[src/sv/rcpmog_pkg.sv]
// shared types and constants for the rc pulse motor overcurrent guard
// no dependencies
`default_nettype none

package rcpmog_pkg;

    localparam int unsigned PULSE_LOW_US  = 800;
    localparam int unsigned PULSE_HIGH_US = 2200;
    localparam int unsigned FORWARD_LEVEL = 255;
    localparam int unsigned REVERSE_LEVEL = 255;

    localparam logic signed [8:0] SPEED_FWD  = 9'(FORWARD_LEVEL);
    localparam logic signed [8:0] SPEED_REV  = -(9'(REVERSE_LEVEL));
    localparam logic signed [8:0] SPEED_STOP = 9'sd0;

    localparam int unsigned CFG_ADDR_W = 5;

    typedef enum logic [2:0] {
        REG_DEBOUNCE    = 3'd0,
        REG_CMD_MIN     = 3'd1,
        REG_CMD_MAX     = 3'd2,
        REG_DZ_LOW      = 3'd3,
        REG_DZ_HIGH     = 3'd4,
        REG_START_BLANK = 3'd5,
        REG_CUR_LIMIT   = 3'd6,
        REG_SENSOR      = 3'd7
    } t_reg_idx;

    typedef enum logic [1:0] {
        DIR_NONE = 2'd0,
        DIR_FWD  = 2'd1,
        DIR_REV  = 2'd2
    } t_dir;

    typedef enum logic {
        OP_EDGE = 1'b0,
        OP_CTRL = 1'b1
    } t_op;

    typedef struct packed {
        logic [15:0] edge_gap_us;
        logic [15:0] command_min_us;
        logic [15:0] command_max_us;
        logic [15:0] deadzone_low_us;
        logic [15:0] deadzone_high_us;
        logic [15:0] start_blank_ms;
        logic [11:0] current_limit_ma;
        logic        sensor_present;
    } t_cfg;

    typedef struct packed {
        logic        pending;
        logic [15:0] width;
    } t_pulse;

    typedef struct packed {
        logic signed [8:0] speed;
        logic              tripped;
        logic              blanking;
    } t_motor;

endpackage

`default_nettype wire

[src/sv/rcpmog_regs.sv]
// configuration register file behind the apb-style port
// depends on rcpmog_pkg
`default_nettype none

module rcpmog_regs (
    input  wire logic                               i_clk,
    input  wire logic                               i_rst_n,
    input  wire logic                               psel,
    input  wire logic                               penable,
    input  wire logic                               pwrite,
    input  wire logic [rcpmog_pkg::CFG_ADDR_W-1:0]  paddr,
    input  wire logic [31:0]                        pwdata,
    output logic      [31:0]                        prdata,
    output logic                                    pready,
    output rcpmog_pkg::t_cfg                        o_cfg
);
    import rcpmog_pkg::*;

    t_cfg     r_cfg;
    t_reg_idx w_idx;
    logic     w_wr;

    assign w_idx  = t_reg_idx'(paddr[CFG_ADDR_W-1:2]);
    assign w_wr   = psel & penable & pwrite;
    assign pready = 1'b1;
    assign o_cfg  = r_cfg;

    always_ff @(posedge i_clk) begin
        if (!i_rst_n) begin
            r_cfg.edge_gap_us      <= 16'd50;
            r_cfg.command_min_us   <= 16'd900;
            r_cfg.command_max_us   <= 16'd2100;
            r_cfg.deadzone_low_us  <= 16'd1400;
            r_cfg.deadzone_high_us <= 16'd1600;
            r_cfg.start_blank_ms   <= 16'd200;
            r_cfg.current_limit_ma <= 12'd800;
            r_cfg.sensor_present   <= 1'b1;
        end else if (w_wr) begin
            case (w_idx)
                REG_DEBOUNCE:    r_cfg.edge_gap_us      <= pwdata[15:0];
                REG_CMD_MIN:     r_cfg.command_min_us   <= pwdata[15:0];
                REG_CMD_MAX:     r_cfg.command_max_us   <= pwdata[15:0];
                REG_DZ_LOW:      r_cfg.deadzone_low_us  <= pwdata[15:0];
                REG_DZ_HIGH:     r_cfg.deadzone_high_us <= pwdata[15:0];
                REG_START_BLANK: r_cfg.start_blank_ms   <= pwdata[15:0];
                REG_CUR_LIMIT:   r_cfg.current_limit_ma <= pwdata[11:0];
                REG_SENSOR:      r_cfg.sensor_present   <= pwdata[0];
                default: ;
            endcase
        end
    end

    always_comb begin
        case (w_idx)
            REG_DEBOUNCE:    prdata = {16'd0, r_cfg.edge_gap_us};
            REG_CMD_MIN:     prdata = {16'd0, r_cfg.command_min_us};
            REG_CMD_MAX:     prdata = {16'd0, r_cfg.command_max_us};
            REG_DZ_LOW:      prdata = {16'd0, r_cfg.deadzone_low_us};
            REG_DZ_HIGH:     prdata = {16'd0, r_cfg.deadzone_high_us};
            REG_START_BLANK: prdata = {16'd0, r_cfg.start_blank_ms};
            REG_CUR_LIMIT:   prdata = {20'd0, r_cfg.current_limit_ma};
            REG_SENSOR:      prdata = {31'd0, r_cfg.sensor_present};
            default:         prdata = 32'd0;
        endcase
    end

endmodule

`default_nettype wire

[src/sv/rcpmog_pulse.sv]
// pin edge debounce and pulse width capture, holds the pending width
// depends on rcpmog_pkg
`default_nettype none

module rcpmog_pulse (
    input  wire logic               i_clk,
    input  wire logic               i_rst_n,
    input  wire logic               i_step,
    input  wire logic               i_op,
    input  wire logic [31:0]        i_time_us,
    input  wire logic               i_pin_level,
    input  wire logic [15:0]        i_edge_gap_us,
    output rcpmog_pkg::t_pulse      o_pulse,
    output logic      [15:0]        o_held_next
);
    import rcpmog_pkg::*;

    logic [31:0] r_last_edge_us;
    logic        r_awaiting_rise;
    logic [31:0] r_rise_us;
    logic [15:0] r_held_width;
    logic        r_width_pending;

    logic [31:0] n_last_edge_us;
    logic        n_awaiting_rise;
    logic [31:0] n_rise_us;
    logic [15:0] n_held_width;
    logic        n_width_pending;

    logic [31:0] w_gap;
    logic [31:0] w_width;

    assign w_gap   = i_time_us - r_last_edge_us;
    assign w_width = i_time_us - r_rise_us;

    always_comb begin
        n_last_edge_us  = r_last_edge_us;
        n_awaiting_rise = r_awaiting_rise;
        n_rise_us       = r_rise_us;
        n_held_width    = r_held_width;
        n_width_pending = r_width_pending;
        if (t_op'(i_op) == OP_CTRL) begin
            // control step consumes the pending width
            n_width_pending = 1'b0;
        end else if (w_gap >= {16'd0, i_edge_gap_us}) begin
            n_last_edge_us = i_time_us;
            if (i_pin_level && r_awaiting_rise) begin
                n_rise_us       = i_time_us;
                n_awaiting_rise = 1'b0;
            end else if (!i_pin_level && !r_awaiting_rise) begin
                if (w_width >= 32'(PULSE_LOW_US) && w_width <= 32'(PULSE_HIGH_US)) begin
                    n_held_width    = w_width[15:0];
                    n_width_pending = 1'b1;
                end
                n_awaiting_rise = 1'b1;
            end
        end
    end

    always_ff @(posedge i_clk) begin
        if (!i_rst_n) begin
            r_last_edge_us  <= 32'd0;
            r_awaiting_rise <= 1'b1;
            r_rise_us       <= 32'd0;
            r_held_width    <= 16'd0;
            r_width_pending <= 1'b0;
        end else if (i_step) begin
            r_last_edge_us  <= n_last_edge_us;
            r_awaiting_rise <= n_awaiting_rise;
            r_rise_us       <= n_rise_us;
            r_held_width    <= n_held_width;
            r_width_pending <= n_width_pending;
        end
    end

    assign o_pulse.pending = r_width_pending;
    assign o_pulse.width   = r_held_width;
    assign o_held_next     = n_held_width;

endmodule

`default_nettype wire

[src/sv/rcpmog_prot.sv]
// start blanking, overcurrent trip and command decode through the dead zone
// depends on rcpmog_pkg
`default_nettype none

module rcpmog_prot (
    input  wire logic               i_clk,
    input  wire logic               i_rst_n,
    input  wire logic               i_step,
    input  wire logic               i_op,
    input  wire logic [31:0]        i_time_ms,
    input  wire logic signed [12:0] i_current_ma,
    input  rcpmog_pkg::t_cfg        i_cfg,
    input  rcpmog_pkg::t_pulse      i_pulse,
    output rcpmog_pkg::t_motor      o_motor_next
);
    import rcpmog_pkg::*;

    logic signed [8:0] r_drive_speed;
    logic signed [8:0] r_commanded_speed;
    logic              r_trip_latched;
    t_dir              r_trip_direction;
    logic              r_running;
    logic [31:0]       r_start_ms;
    logic              r_in_blanking;

    logic signed [8:0] n_drive_speed;
    logic signed [8:0] n_commanded_speed;
    logic              n_trip_latched;
    t_dir              n_trip_direction;
    logic              n_running;
    logic [31:0]       n_start_ms;
    logic              n_in_blanking;

    logic signed [12:0] w_limit;
    logic               w_over;
    logic signed [8:0]  w_cmd;
    logic               w_in_range;

    assign w_limit    = $signed({1'b0, i_cfg.current_limit_ma});
    assign w_over     = i_current_ma >= w_limit;
    assign w_in_range = i_pulse.width >= i_cfg.command_min_us &&
                        i_pulse.width <= i_cfg.command_max_us;

    always_comb begin
        n_drive_speed     = r_drive_speed;
        n_commanded_speed = r_commanded_speed;
        n_trip_latched    = r_trip_latched;
        n_trip_direction  = r_trip_direction;
        n_running         = r_running;
        n_start_ms        = r_start_ms;
        n_in_blanking     = r_in_blanking;
        w_cmd             = SPEED_STOP;

        if (t_op'(i_op) == OP_CTRL) begin
            // protection check
            if (i_cfg.sensor_present) begin
                if (r_drive_speed != SPEED_STOP) begin
                    if (!r_running) begin
                        n_start_ms    = i_time_ms;
                        n_running     = 1'b1;
                        n_in_blanking = 1'b1;
                    end
                    if (n_in_blanking &&
                        (i_time_ms - n_start_ms) >= {16'd0, i_cfg.start_blank_ms}) begin
                        n_in_blanking = 1'b0;
                    end
                    if (!n_in_blanking && w_over) begin
                        if (!r_trip_latched) begin
                            n_trip_latched   = 1'b1;
                            n_trip_direction = (r_drive_speed > SPEED_STOP) ? DIR_FWD : DIR_REV;
                        end
                        n_drive_speed = SPEED_STOP;
                    end
                end else begin
                    n_running     = 1'b0;
                    n_in_blanking = 1'b0;
                end
            end

            // command decode
            if (i_pulse.pending) begin
                if (w_in_range) begin
                    if (i_pulse.width < i_cfg.deadzone_low_us) begin
                        w_cmd = SPEED_REV;
                    end else if (i_pulse.width > i_cfg.deadzone_high_us) begin
                        w_cmd = SPEED_FWD;
                    end
                end
                // opposite command releases the trip
                if (n_trip_latched && w_cmd != SPEED_STOP) begin
                    if ((n_trip_direction == DIR_FWD && w_cmd < SPEED_STOP) ||
                        (n_trip_direction == DIR_REV && w_cmd > SPEED_STOP)) begin
                        n_trip_latched = 1'b0;
                    end
                end
                if (n_trip_latched) begin
                    w_cmd = SPEED_STOP;
                end
                if (w_cmd != r_commanded_speed) begin
                    n_commanded_speed = w_cmd;
                    n_drive_speed     = w_cmd;
                end
            end
        end
    end

    always_ff @(posedge i_clk) begin
        if (!i_rst_n) begin
            r_drive_speed     <= SPEED_STOP;
            r_commanded_speed <= SPEED_STOP;
            r_trip_latched    <= 1'b0;
            r_trip_direction  <= DIR_NONE;
            r_running         <= 1'b0;
            r_start_ms        <= 32'd0;
            r_in_blanking     <= 1'b0;
        end else if (i_step) begin
            r_drive_speed     <= n_drive_speed;
            r_commanded_speed <= n_commanded_speed;
            r_trip_latched    <= n_trip_latched;
            r_trip_direction  <= n_trip_direction;
            r_running         <= n_running;
            r_start_ms        <= n_start_ms;
            r_in_blanking     <= n_in_blanking;
        end
    end

    assign o_motor_next.speed    = n_drive_speed;
    assign o_motor_next.tripped  = n_trip_latched;
    assign o_motor_next.blanking = n_in_blanking;

endmodule

`default_nettype wire

[src/sv/rc_pulse_motor_overcurrent_guard_unit.sv]
// top level of the rc pulse motor overcurrent guard: input word register,
// single-pass update and result register; uses rcpmog_pkg, rcpmog_regs,
// rcpmog_pulse and rcpmog_prot
//
//   channel | handshake                  | payload
//   --------+----------------------------+-------------------------------------------
//   in      | i_in_valid / o_in_stall    | i_op i_time_us i_pin_level i_time_ms
//           |                            | i_current_ma
//   out     | o_out_valid / i_out_stall  | o_drive_a o_drive_b o_speed_now o_tripped
//           |                            | o_blanking o_last_width_us
//   cfg     | psel penable pwrite pready | paddr pwdata prdata
//
// one word per cycle sustained while the output is not stalled; an accepted word
// sits in the input register; state updates from it into the result register
// the input register and the result register each hold one word, so input is taken
// while a finished result waits; o_in_stall rises only when both are full
// reset is synchronous and active low and clears state and configuration
`default_nettype none

module rc_pulse_motor_overcurrent_guard_unit (
    input  wire logic                               i_clk,
    input  wire logic                               i_rst_n,
    input  wire logic                               i_in_valid,
    output logic                                    o_in_stall,
    input  wire logic                               i_op,
    input  wire logic [31:0]                        i_time_us,
    input  wire logic                               i_pin_level,
    input  wire logic [31:0]                        i_time_ms,
    input  wire logic signed [12:0]                 i_current_ma,
    output logic                                    o_out_valid,
    input  wire logic                               i_out_stall,
    output logic      [7:0]                         o_drive_a,
    output logic      [7:0]                         o_drive_b,
    output logic signed [8:0]                       o_speed_now,
    output logic                                    o_tripped,
    output logic                                    o_blanking,
    output logic      [15:0]                        o_last_width_us,
    input  wire logic                               psel,
    input  wire logic                               penable,
    input  wire logic                               pwrite,
    input  wire logic [rcpmog_pkg::CFG_ADDR_W-1:0]  paddr,
    input  wire logic [31:0]                        pwdata,
    output logic      [31:0]                        prdata,
    output logic                                    pready
);
    import rcpmog_pkg::*;

    t_cfg   w_cfg;
    t_pulse w_pulse;
    t_motor w_motor_next;
    logic [15:0] w_held_next;

    logic               r_in_valid;
    logic               r_op;
    logic [31:0]        r_time_us;
    logic               r_pin_level;
    logic [31:0]        r_time_ms;
    logic signed [12:0] r_current_ma;

    logic               r_out_valid;
    logic [7:0]         r_drive_a;
    logic [7:0]         r_drive_b;
    logic signed [8:0]  r_speed_now;
    logic               r_tripped;
    logic               r_blanking;
    logic [15:0]        r_last_width_us;

    logic               w_step;
    logic               w_in_acc;
    logic signed [8:0]  w_neg_speed;

    assign w_step     = r_in_valid && (!r_out_valid || !i_out_stall);
    assign o_in_stall = r_in_valid && !w_step;
    assign w_in_acc   = i_in_valid && !o_in_stall;

    rcpmog_regs u_regs (
        .i_clk   (i_clk),
        .i_rst_n (i_rst_n),
        .psel    (psel),
        .penable (penable),
        .pwrite  (pwrite),
        .paddr   (paddr),
        .pwdata  (pwdata),
        .prdata  (prdata),
        .pready  (pready),
        .o_cfg   (w_cfg)
    );

    rcpmog_pulse u_pulse (
        .i_clk         (i_clk),
        .i_rst_n       (i_rst_n),
        .i_step        (w_step),
        .i_op          (r_op),
        .i_time_us     (r_time_us),
        .i_pin_level   (r_pin_level),
        .i_edge_gap_us (w_cfg.edge_gap_us),
        .o_pulse       (w_pulse),
        .o_held_next   (w_held_next)
    );

    rcpmog_prot u_prot (
        .i_clk        (i_clk),
        .i_rst_n      (i_rst_n),
        .i_step       (w_step),
        .i_op         (r_op),
        .i_time_ms    (r_time_ms),
        .i_current_ma (r_current_ma),
        .i_cfg        (w_cfg),
        .i_pulse      (w_pulse),
        .o_motor_next (w_motor_next)
    );

    assign w_neg_speed = -w_motor_next.speed;

    // input word register
    always_ff @(posedge i_clk) begin
        if (!i_rst_n) begin
            r_in_valid <= 1'b0;
        end else begin
            r_in_valid <= w_in_acc || (r_in_valid && !w_step);
        end
        if (w_in_acc) begin
            r_op         <= i_op;
            r_time_us    <= i_time_us;
            r_pin_level  <= i_pin_level;
            r_time_ms    <= i_time_ms;
            r_current_ma <= i_current_ma;
        end
    end

    // result register
    always_ff @(posedge i_clk) begin
        if (!i_rst_n) begin
            r_out_valid <= 1'b0;
        end else if (w_step) begin
            r_out_valid <= 1'b1;
        end else if (!i_out_stall) begin
            r_out_valid <= 1'b0;
        end
        if (w_step) begin
            r_drive_a       <= (w_motor_next.speed > SPEED_STOP) ? w_motor_next.speed[7:0] : 8'd0;
            r_drive_b       <= (w_motor_next.speed < SPEED_STOP) ? w_neg_speed[7:0] : 8'd0;
            r_speed_now     <= w_motor_next.speed;
            r_tripped       <= w_motor_next.tripped;
            r_blanking      <= w_motor_next.blanking;
            r_last_width_us <= w_held_next;
        end
    end

    assign o_out_valid     = r_out_valid;
    assign o_drive_a       = r_drive_a;
    assign o_drive_b       = r_drive_b;
    assign o_speed_now     = r_speed_now;
    assign o_tripped       = r_tripped;
    assign o_blanking      = r_blanking;
    assign o_last_width_us = r_last_width_us;

    a_trip_stops: assert property (@(posedge i_clk) disable iff (!i_rst_n)
        o_out_valid && o_tripped |-> o_speed_now == SPEED_STOP)
        else $error("tripped word with nonzero drive");

    a_one_bridge: assert property (@(posedge i_clk) disable iff (!i_rst_n)
        o_out_valid |-> (o_drive_a == 8'd0 || o_drive_b == 8'd0))
        else $error("both half-bridges driven");

    a_step_lands: assert property (@(posedge i_clk) disable iff (!i_rst_n)
        w_step |=> o_out_valid)
        else $error("processed word not presented");

    a_stall_full: assert property (@(posedge i_clk) disable iff (!i_rst_n)
        o_in_stall |-> r_in_valid && o_out_valid && i_out_stall)
        else $error("input stalled with room to spare");

endmodule

`default_nettype wire
[config.mk]
export PLATFORM = sky130hd
export DESIGN_NAME = rc_pulse_motor_overcurrent_guard_unit
export DESIGN_NICKNAME = d
export VERILOG_FILES = /design/src/sv/rcpmog_pkg.sv /design/src/sv/rcpmog_regs.sv /design/src/sv/rcpmog_pulse.sv /design/src/sv/rcpmog_prot.sv /design/src/sv/rc_pulse_motor_overcurrent_guard_unit.sv
export SDC_FILE = /design/constraint.sdc
export NUM_CORES = 1
export LEC_CHECK = 0
export ABC_AREA = 1
export BUFFER_PORTS_ARGS = -buffer_cell sky130_fd_sc_hd__buf_2
export CORE_MARGIN = 10
export CORE_UTILIZATION = 48
export DETAILED_ROUTE_END_ITERATION = 10
export GPL_TIMING_DRIVEN = 1
export PLACE_DENSITY_LB_ADDON = 0.3
export SLEW_MARGIN = 10
export SYNTH_ARGS = -nofsm -noshare
export SYNTH_HDL_FRONTEND = slang
export SYNTH_HIERARCHICAL = 1
export SYNTH_SLANG_ARGS = --single-unit
[constraint.sdc]
create_clock -name i_clk -period 5.95 [get_ports i_clk]
set_input_delay 0.2975 -clock i_clk [delete_from_list [all_inputs] [get_ports i_clk]]
set_output_delay 0.2975 -clock i_clk [all_outputs]
set_load 0.02 [all_outputs]
Yosys cells after proc, flatten, opt, wreduce, memory -nomap -nowiden. Index checks and enable logic that the tools add are counted.

Output and inout port bits: 78. Register bits: 370. Word-level logic and storage cells: 172. Input bits: 123.

$add $sub $neg: 4. Bitwise gates (word level): 3. Reductions and logical operators: 45. Mux-type cells: 61. $lt $le $gt $ge: 14. Equality and inequality tests: 12.

Operators by type and width (count): $pmux 32 s8 (1); $mux 32 (4); $mux 9 (13); $sub 32x32->32 (3); $mux 16 (5); $ge 32x16->1 (2); $ge 32x10->1 const B (1); $le 32x12->1 const B (1); $mux 1 (31); $gt 9x1->1 const B (3); $lt 9x1->1 const B (2); $reduce_and 2->1 (9); $reduce_bool 9->1 (2); $ge 16x16->1 (1); $gt 16x16->1 (1); $le 16x16->1 (1); $lt 16x16->1 (1); $reduce_and 4->1 (4); $ge 13x13->1 (1); $eq 3x3->1 const B (4); $logic_and 1x1->1 (12); $mux 2 (6); $ne 9x9->1 (1); $mux 8 (1); 15 further kinds (29).

Depth between registers and ports, before layout. Gate-level depths: netlist of the first run.

Depth in word-level cells: 32. Gate-level depth with buffers: 48. Mapped depth without buffers: 47.

By module. Netlist of the first run, hierarchy kept.

Modules (own cells, without submodules): rcpmog_pulse (seq. area each 1641.6 um^2, area each 8563.2 um^2, cells each 1515, instances 1); rcpmog_prot (seq. area each 980.9 um^2, area each 7413.4 um^2, cells each 1226, instances 1); rcpmog_regs (seq. area each 2182.1 um^2, area each 5092.4 um^2, cells each 746, instances 1); rc_pulse_motor_overcurrent_guard_unit (seq. area each 3703.6 um^2, area each 4015.1 um^2, cells each 193, instances 1).

Worst setup path after synthesis of the first run. OpenSTA, ideal clock, no wires.

Path kind: flip-flop to flip-flop. Start point: register u_prot.r_running. End point: register r_drive_a[0] (netlist: o_drive_a[0]), data pin. Data arrival time: 5.151 ns. Period minus slack after synthesis: 5.409 ns. Stages on the path, launching flop included: 46. Path buffers: 2. Setup time: 0.258 ns. Path slack: 0.541 ns. Data required time: 5.692 ns. Cells stage by stage: dfxtp_1 > clkbuf_1 > clkbuf_1 > mux2i_1 > ha_1 > nand2_1 > inv_1 > nand2_1 > nand2_1 > inv_1 > nand2_1 > inv_1 > nand2_1 > xor2_1 > ha_1 > a21oi_1 > nor3_1 > nor2_1 > [10 not listed] > nand3_1 > nand3_4 > nand2_1 > nand2_1 > nand2_1 > nor2_2 > nand2_2 > nand2_4 > nand2_1 > nand3_1 > o21ai_0 > inv_1 > ha_1 > nand2_2 > inv_1 > nand2_2 > nor2_4 > nor3_1.

RTL lines: from (decl) (RTL line rcpmog_prot.sv:22) `logic r_running;`; from (signal assigned) (RTL line rcpmog_prot.sv:121) `r_running <= n_running;`; to (signal assigned) (RTL line rc_pulse_motor_overcurrent_guard_unit.sv:141) `r_drive_a <= (w_motor_next.speed > SPEED_STOP) ? w_motor_next.speed[7:0] : 8'd0;`; to (decl) (RTL line rc_pulse_motor_overcurrent_guard_unit.sv:61) `logic [7:0] r_drive_a;`.

==> metrics, run 1 <==
status=finished, final reports clean; residual DRC count=0; Worst setup SP type=flop; Final nets=between 4000 and 5000; Max Buffers Root-to-Sink=3; top_reg_cell synth=dfxtp_1; Synth Warn #=6; mux share of post-synthesis cell area=between 1 and 1.5%; layout cells sized above 1=10.5%; Final Core Density=a little under three fifths; PD cells=between 200 and 250 mW/mm^2; Setup WS pre-CTS=0.341 ns; Async SR Flop Fraction=0%; Worst Path Required=approximately 6.3 ns; Reg power frac=about two fifths; Clock Latency Late Sink=0.59 ns; Ports=approximately 200; largest family of logic cells by synthesized area=simple AND/OR/NAND/NOR gates; cell area after synthesis=between 0.02 and 0.03 sq mm; Seq/Total Area, Yosys=roughly 34%; fillers=4950; worst hold path depth=3; Sequential Area=roughly 0.0085 sq mm; CTS tree=done; met3 Use GR=under 10%; Die H=249 um; Slew Limit Fails=0; row cnt=just over 80; vias after detailed routing=23900; Starting Density=roughly half; simple-gate share of the synthesized area=between 30% and 40%; footprint of the multi-input gates=between 0.01 and 0.015 sq mm; top achievable clock speed=182 MHz; top cell type's share of synthesized area=19.3%; Root Driver=clkbuf_16; Crit path top cell by count=nand2_1; r2r worst-path depth=44; Sw Share=roughly a third; syn avg cell area=6.82 sq um; Pleak=roughly 14 nW; via/cell ratio=a little over 5; DRT antenna net count=0; post-detail-place hpwl=around 55000 um; CP arrival=5.82 ns; compound-gate portion of the synthesized area=8.91%; Synth Register Bits=between 300 and 400; Mapped Cells=~3700; I/O Buffers=between 150 and 200; combinational share of power=between 20% and 30%; Max Cap Violations=0; final setup margin=~0.45 ns; Slew HR=between 30% and 40%; Worst Max-Slew Pin Slew=~0.95 ns; total grt overflow=0; largest net degree at the start of global routing=81; P_int=4.76 mW; GR peak layer=met2; Area Overhead vs Synth=15.8%; Final min period=between 5 and 6 ns; H-tree depth reported by CTS=2; width of the die=about 250 um; total CTS buffers=41; sw power=approximately 2.2 mW; clock share of power=37.6%; initial antenna violation count=2; CP max FO=9; slowest CP cell=dfxtp_4; Clock Sinks=between 300 and 400; Synth area leader=dfxtp_1; RSZ-0062 raised after global routing=yes; vias in the first global route=~22000; met1 usage=28.4%; RePlAce Congestion=about 0.95; Total GRT Usage=a little under a quarter; Netlist cell types=56; Max stage delay on crit path=~0.42 ns; period utilization=between 90 and 100%; routed wire length per instance=16.2 um; DIE AREA=0.0618 sq mm; DRT iter0 DRCs=approximately 2000; routing usage on met2=between 30 and 40%; clk_skew=roughly 0.023 ns; Core Region=between 0.05 and 0.06 sq mm; most frequent cell after synthesis=nand2_1; Synth Area in Adders=about a tenth; top cells by count, synth=nand2_1, inv_1, nor2_1; WS Path Type=flop to flop; post-synthesis xor/xnor area fraction=roughly 1.3%; Crit. End Element=flop; Final Hold Viols=0; Worst Hold Class=input pin to flop; CTS clk-pin slew, worst paths=0.06 ns; DR pass1 iterations=7; Post-synth EDFFs=roughly 120; worst vdd ir=roughly 0.22 mV; final setup vio count=0; largest cells by area after synthesis=dfxtp_1, edfxtp_1, nand2_1; final WL=roughly 75000 um; first-pass GRT wire length=118000 um
-- cell type report --
class / instances / area share, %
Timing Repair Buffer: 283 / 6.82
Clock buffer: 49 / 3.81
Tap cell: 680 / 2.93
Multi-Input combinational cell: 2620 / 48.6
Sequential cell: 364 / 29.3
Clock inverter: 26 / 0.930
Antenna cell: 1 / 0.00861
Inverter: 590 / 7.63
-- path summary, 6_finish.rpt --
check / start / endpoint / slack (ns)
worst max register to register: u_prot/r_running / o_drive_a[7] / 0.45
worst max-delay path: u_prot/r_running / o_drive_a[7] / 0.45
worst min-delay path: pwdata[13] / u_regs/o_cfg[74] / 0.09
worst min register to register: u_prot/r_start_ms[1] / u_prot/r_start_ms[1] / 0.46
-- state kept, by name, indices dropped and copies added, names as in the netlist, 9 cells and up --
register and flops:
u_regs/o_cfg 109, r_time_ms 32, r_time_us 32, u_prot/r_start_ms 32, u_pulse/r_last_edge_us 32, u_pulse/r_rise_us 32, o_last_width_us 16, u_pulse/r_held_width 16
r_current_ma 13, o_speed_now 9, u_prot/r_drive_speed 9
-- timing repair --
item / CTS / global route
setup endpoints to repair: 0 / 13
resized for setup: 0 / 59
endpoints found under the hold margin: 81 / 0
setup buffers: 0 / 19
hold buffers: 81 / 0
-- per-layer routing --
metal,vias up,part of all wire [%]
met5,-,0.017
met1,10800,42
met3,162,6.5
met4,2,4.1
li1,12200,-
met2,763,47
-- cells in the final DEF, fill, tap and decap left out, types with 23 or more instances in the layout --
cell,count
nand4_1,110
buf_4,34
nand2_1,934
a21oi_1,145
o21ai_0,139
inv_1,563
dlygate4sd3_1,81
nand3_1,202
buf_2,164
nor2_1,552
a211oi_1,35
dfxtp_1,241
nor3_1,31
ha_1,192
edfxtp_1,122
o21ai_1,23
xor2_1,30
nand2_2,29
inv_2,25
clkbuf_16,45
-- stage by stage --
step	instances	setup TNS (ns)	power (mW)	area [sq um]	hold slack (ns)
finish	4613	0	6.95	29000	0.0930
global placement	4434	0	4.24	26300	0.445
global route	4612	-0.189	7.32	29000	0.0856
floorplan	3695	0	3.86	25100	0.396
detailed placement	4434	0	4.26	26300	0.451
CTS	4590	0	6.93	28500	0.0561
-- power groups by stage --
stage                     combinational (mW)  clock [mW]  sequential [mW]
after CTS                               1.50        2.67             2.75
after global placement                  1.43           0             2.80
after detailed placement                1.46           0             2.81
after floorplan                         1.08           0             2.79
after global routing                    1.79        2.76             2.77
final                                   1.58        2.62             2.76
-- kinds of logic after synthesis --
family | count (synthesis)
simple gates | 1935
buf+inv | 711
compound gates | 395
flops | 364
fa+ha+maj | 208
xor+xnor | 36
mux | 29
other cells | 2
-- worst max-delay path: cells and delay by family (launching register included) --
kind | cells | cell delay [ns]
simple gates | 28 | 2.53
fa+ha+maj | 3 | 0.61
compound gates | 2 | 0.24
xor+xnor | 1 | 0.16
flops | 1 | 0.42
buf+inv | 9 | 0.96
mux | 1 | 0.28
(Power assumes the default switching activity.)
==> run 2, diff against run 1 <==
--- a/config.mk
+++ b/config.mk
@@ -5,9 +5,7 @@
 export SDC_FILE = /design/constraint.sdc
 export NUM_CORES = 1
 export LEC_CHECK = 0
-export ABC_AREA = 1
 export BUFFER_PORTS_ARGS = -buffer_cell sky130_fd_sc_hd__buf_2
-export CORE_MARGIN = 10
 export CORE_UTILIZATION = 48
 export DETAILED_ROUTE_END_ITERATION = 10
 export GPL_TIMING_DRIVEN = 1
==> run 2 against run 1 <==
The flow now finishes with violations (setup timing). Register-to-register slack got worse by 1.9 ns. First-iteration DRC count up 2.4%. Count of clock-buffer cells in the layout rose by 16. Core utilization grew 4.0 points. Clock power is 3% higher. Critical endpoint is now o_drive_b[6].
==> metrics, run 2 <==
PD cells=around 230 mW/mm^2; largest cells by area after synthesis=dfxtp_1, edfxtp_1, ha_1; syn avg cell area=approximately 8.5 sq um; Max Buffers Root-to-Sink=3; Final Core Density=between 60% and 70%; Setup WS pre-CTS=-1.68 ns; Seq/Total Area, Yosys=35.3%; final WL=80200 um; WS Path Type=flop to flop; DRT iter0 DRCs=roughly 2000; Mapped Cells=roughly 2800; status=finished with violations; initial antenna violation count=1; slowest CP cell=or4b_4; Worst Max-Slew Pin Slew=approximately 1.2 ns; residual DRC count=0; fillers=between 4000 and 5000; Worst setup SP type=flop; Max Cap Violations=0; DIE AREA=0.0512 sq mm; CP max FO=8; top cell type's share of synthesized area=between 20% and 30%; clock share of power=between 30% and 40%; layout cells sized above 1=a little under a fifth; Root Driver=clkbuf_16; Inst Count DP=3751; Core Region=0.0493 sq mm; Ports=201; Worst Hold Class=input pin to flop; H-tree depth reported by CTS=2; Post-synth EDFFs=between 100 and 150; Placed Area=roughly 0.027 sq mm; most frequent cell after synthesis=nand2_1; Worst Path Required=~6.3 ns; final setup vio count=36; failing checks=setup timing; first-pass GRT wire length=approximately 120000 um; top achievable clock speed=roughly 140 MHz; cell area after layout=about 0.03 sq mm; RePlAce Congestion=between 0.9 and 1; cell area after synthesis=between 0.02 and 0.025 sq mm; clk_skew=between 0.01 and 0.015 ns; via/cell ratio=5.86; top_reg_cell synth=dfxtp_1; Final Hold Viols=0; setup TNS=-25.94 ns; Netlist cell types=~110; routed wire length per instance=about 20 um; Async SR Flop Fraction=0%; Clock Sinks=between 300 and 400; Die H=226 um; DR pass1 iterations=6; max reg flops=109; period utilization=124%; most frequent cells in the layout=nand2_1, dfxtp_1, buf_4; Slew HR=a little under a quarter; total grt overflow=0; RSZ-0062 raised after global routing=yes; Final min period=about 7.4 ns; CTS clk-pin slew, worst paths=~0.06 ns; Max stage delay on crit path=0.58 ns; Area Overhead vs Synth=23.2%; vias in the first global route=about 22000; Sw Share=between 20% and 30%; Final nets=around 3600; width of the die=226 um; Pleak=12.0 nW; Synth Warn #=6; vias after detailed routing=23000; Slew Limit Fails=0; worst vdd ir=0.236 mV; Synth Register Bits=between 300 and 400; post-detail-place hpwl=58400 um; Starting Density=roughly half; top cells by count, synth=nand2_1, dfxtp_1, ha_1; Non-Filler Instances=about 3900; commonest non-fill, non-tap cell in the layout=nand2_1; Crit. End Element=flop; CP arrival=just under 8 ns; Clock Latency Late Sink=0.58 ns; Reg power frac=about two fifths; row cnt=81; largest net degree at the start of global routing=110; total CTS buffers=42; final setup margin=-1.46 ns; combinational share of power=between 20% and 30%; I/O Buffers=approximately 170; Synth area leader=dfxtp_1; sw power=roughly 2 mW; Total GRT Usage=between 30% and 40%; CTS tree=done; DRT antenna net count=0; P_int=4.90 mW; # diodes=0
[run 2: cell types whose count changed in the layout (fill, tap and decap cells not counted), sizes merged, moves of 87 or more]
cell	delta
nand2	-524
buf	+213
inv	-387
nand3	-150
nor2	-430
a21boi	+87
[run 2: metal layers]
metal	global-route usage, %	share of wire [%]	vias to the layer above
li1	-	-	11000
met1	41.3	44	11000
met2	49.4	46	898
met3	4.12	6.6	159
met4	11.4	3.6	2
met5	0	0.015	-
[run 2: cell type report]
cell class                      count  area, sq um  share of cell area [%]
Tap cell                          664          831                    2.79
Multi-Input combinational cell   2124        14600                    49.0
Timing Repair Buffer              495         3640                    12.2
Clock inverter                     12          156                   0.526
Clock buffer                       65         1260                    4.25
Sequential cell                   364         8510                    28.6
Inverter                          206          773                    2.60
[run 2: final timing paths]
path,from,to,slack (ns),depth (start not counted)
min reg2reg,u_pulse/r_rise_us[10],u_pulse/r_rise_us[10],0.46,2
max reg2reg,u_prot/r_running,o_drive_b[6],-1.46,30
max,u_prot/r_running,o_drive_b[6],-1.46,30
min,i_out_stall,o_out_valid,0.07,3
[run 2: worst max-delay path, delay by kind of cell, from the launching register on]
family          cells  cell delay [ns]
compound gates     13             2.77
flops               1             0.49
fa+ha+maj           3             0.66
buf+inv             1             0.13
simple gates       12             3.00
xor+xnor            1             0.08
[run 2: metrics by stage]
step,hold slack [ns],total power [mW]
floorplan,0.396,3.60
detailed placement,0.448,4.11
global route,0.0627,7.14
finish,0.0663,6.87
CTS,0.0436,6.86
global placement,0.442,4.10
[run 2: power by group through the flow]
| stage | clock [mW] | sequential, mW | combinational [mW] |
|---|---|---|---|
| 5_1_grt | 2.84 | 2.71 | 1.60 |
| 2_1_floorplan | 0 | 2.74 | 0.860 |
| 3_5_place_dp | 0 | 2.75 | 1.36 |
| 3_3_place_gp | 0 | 2.75 | 1.35 |
| 6_report | 2.70 | 2.70 | 1.47 |
| 4_1_cts | 2.74 | 2.70 | 1.42 |
[run 2: kinds of logic after synthesis]
| kind of cell | count (synthesis) | share of synthesized area [%] |
|---|---|---|
| AOI/OAI and AO/OA | 800 | 22.4 |
| xor gates and xnor gates | 61 | 2.21 |
| adders and majority gates | 208 | 10.9 |
| buffers and inverters | 367 | 6.38 |
| DFF | 364 | 35.3 |
| muxes | 110 | 4.72 |
| other | 2 | 0.0311 |
| and+or+nand+nor | 928 | 18.1 |
[run 2: repair_timing]
| action | 4_1_cts | 5_1_grt |
|---|---|---|
| pin swaps | 8 | 17 |
| hold buffers | 80 | 0 |
| endpoints found under the setup margin | 37 | 37 |
| setup buffers | 5 | 16 |
| hold endpoints to repair | 80 | 0 |
| resized for setup | 15 | 61 |
| gates cloned | 0 | 3 |
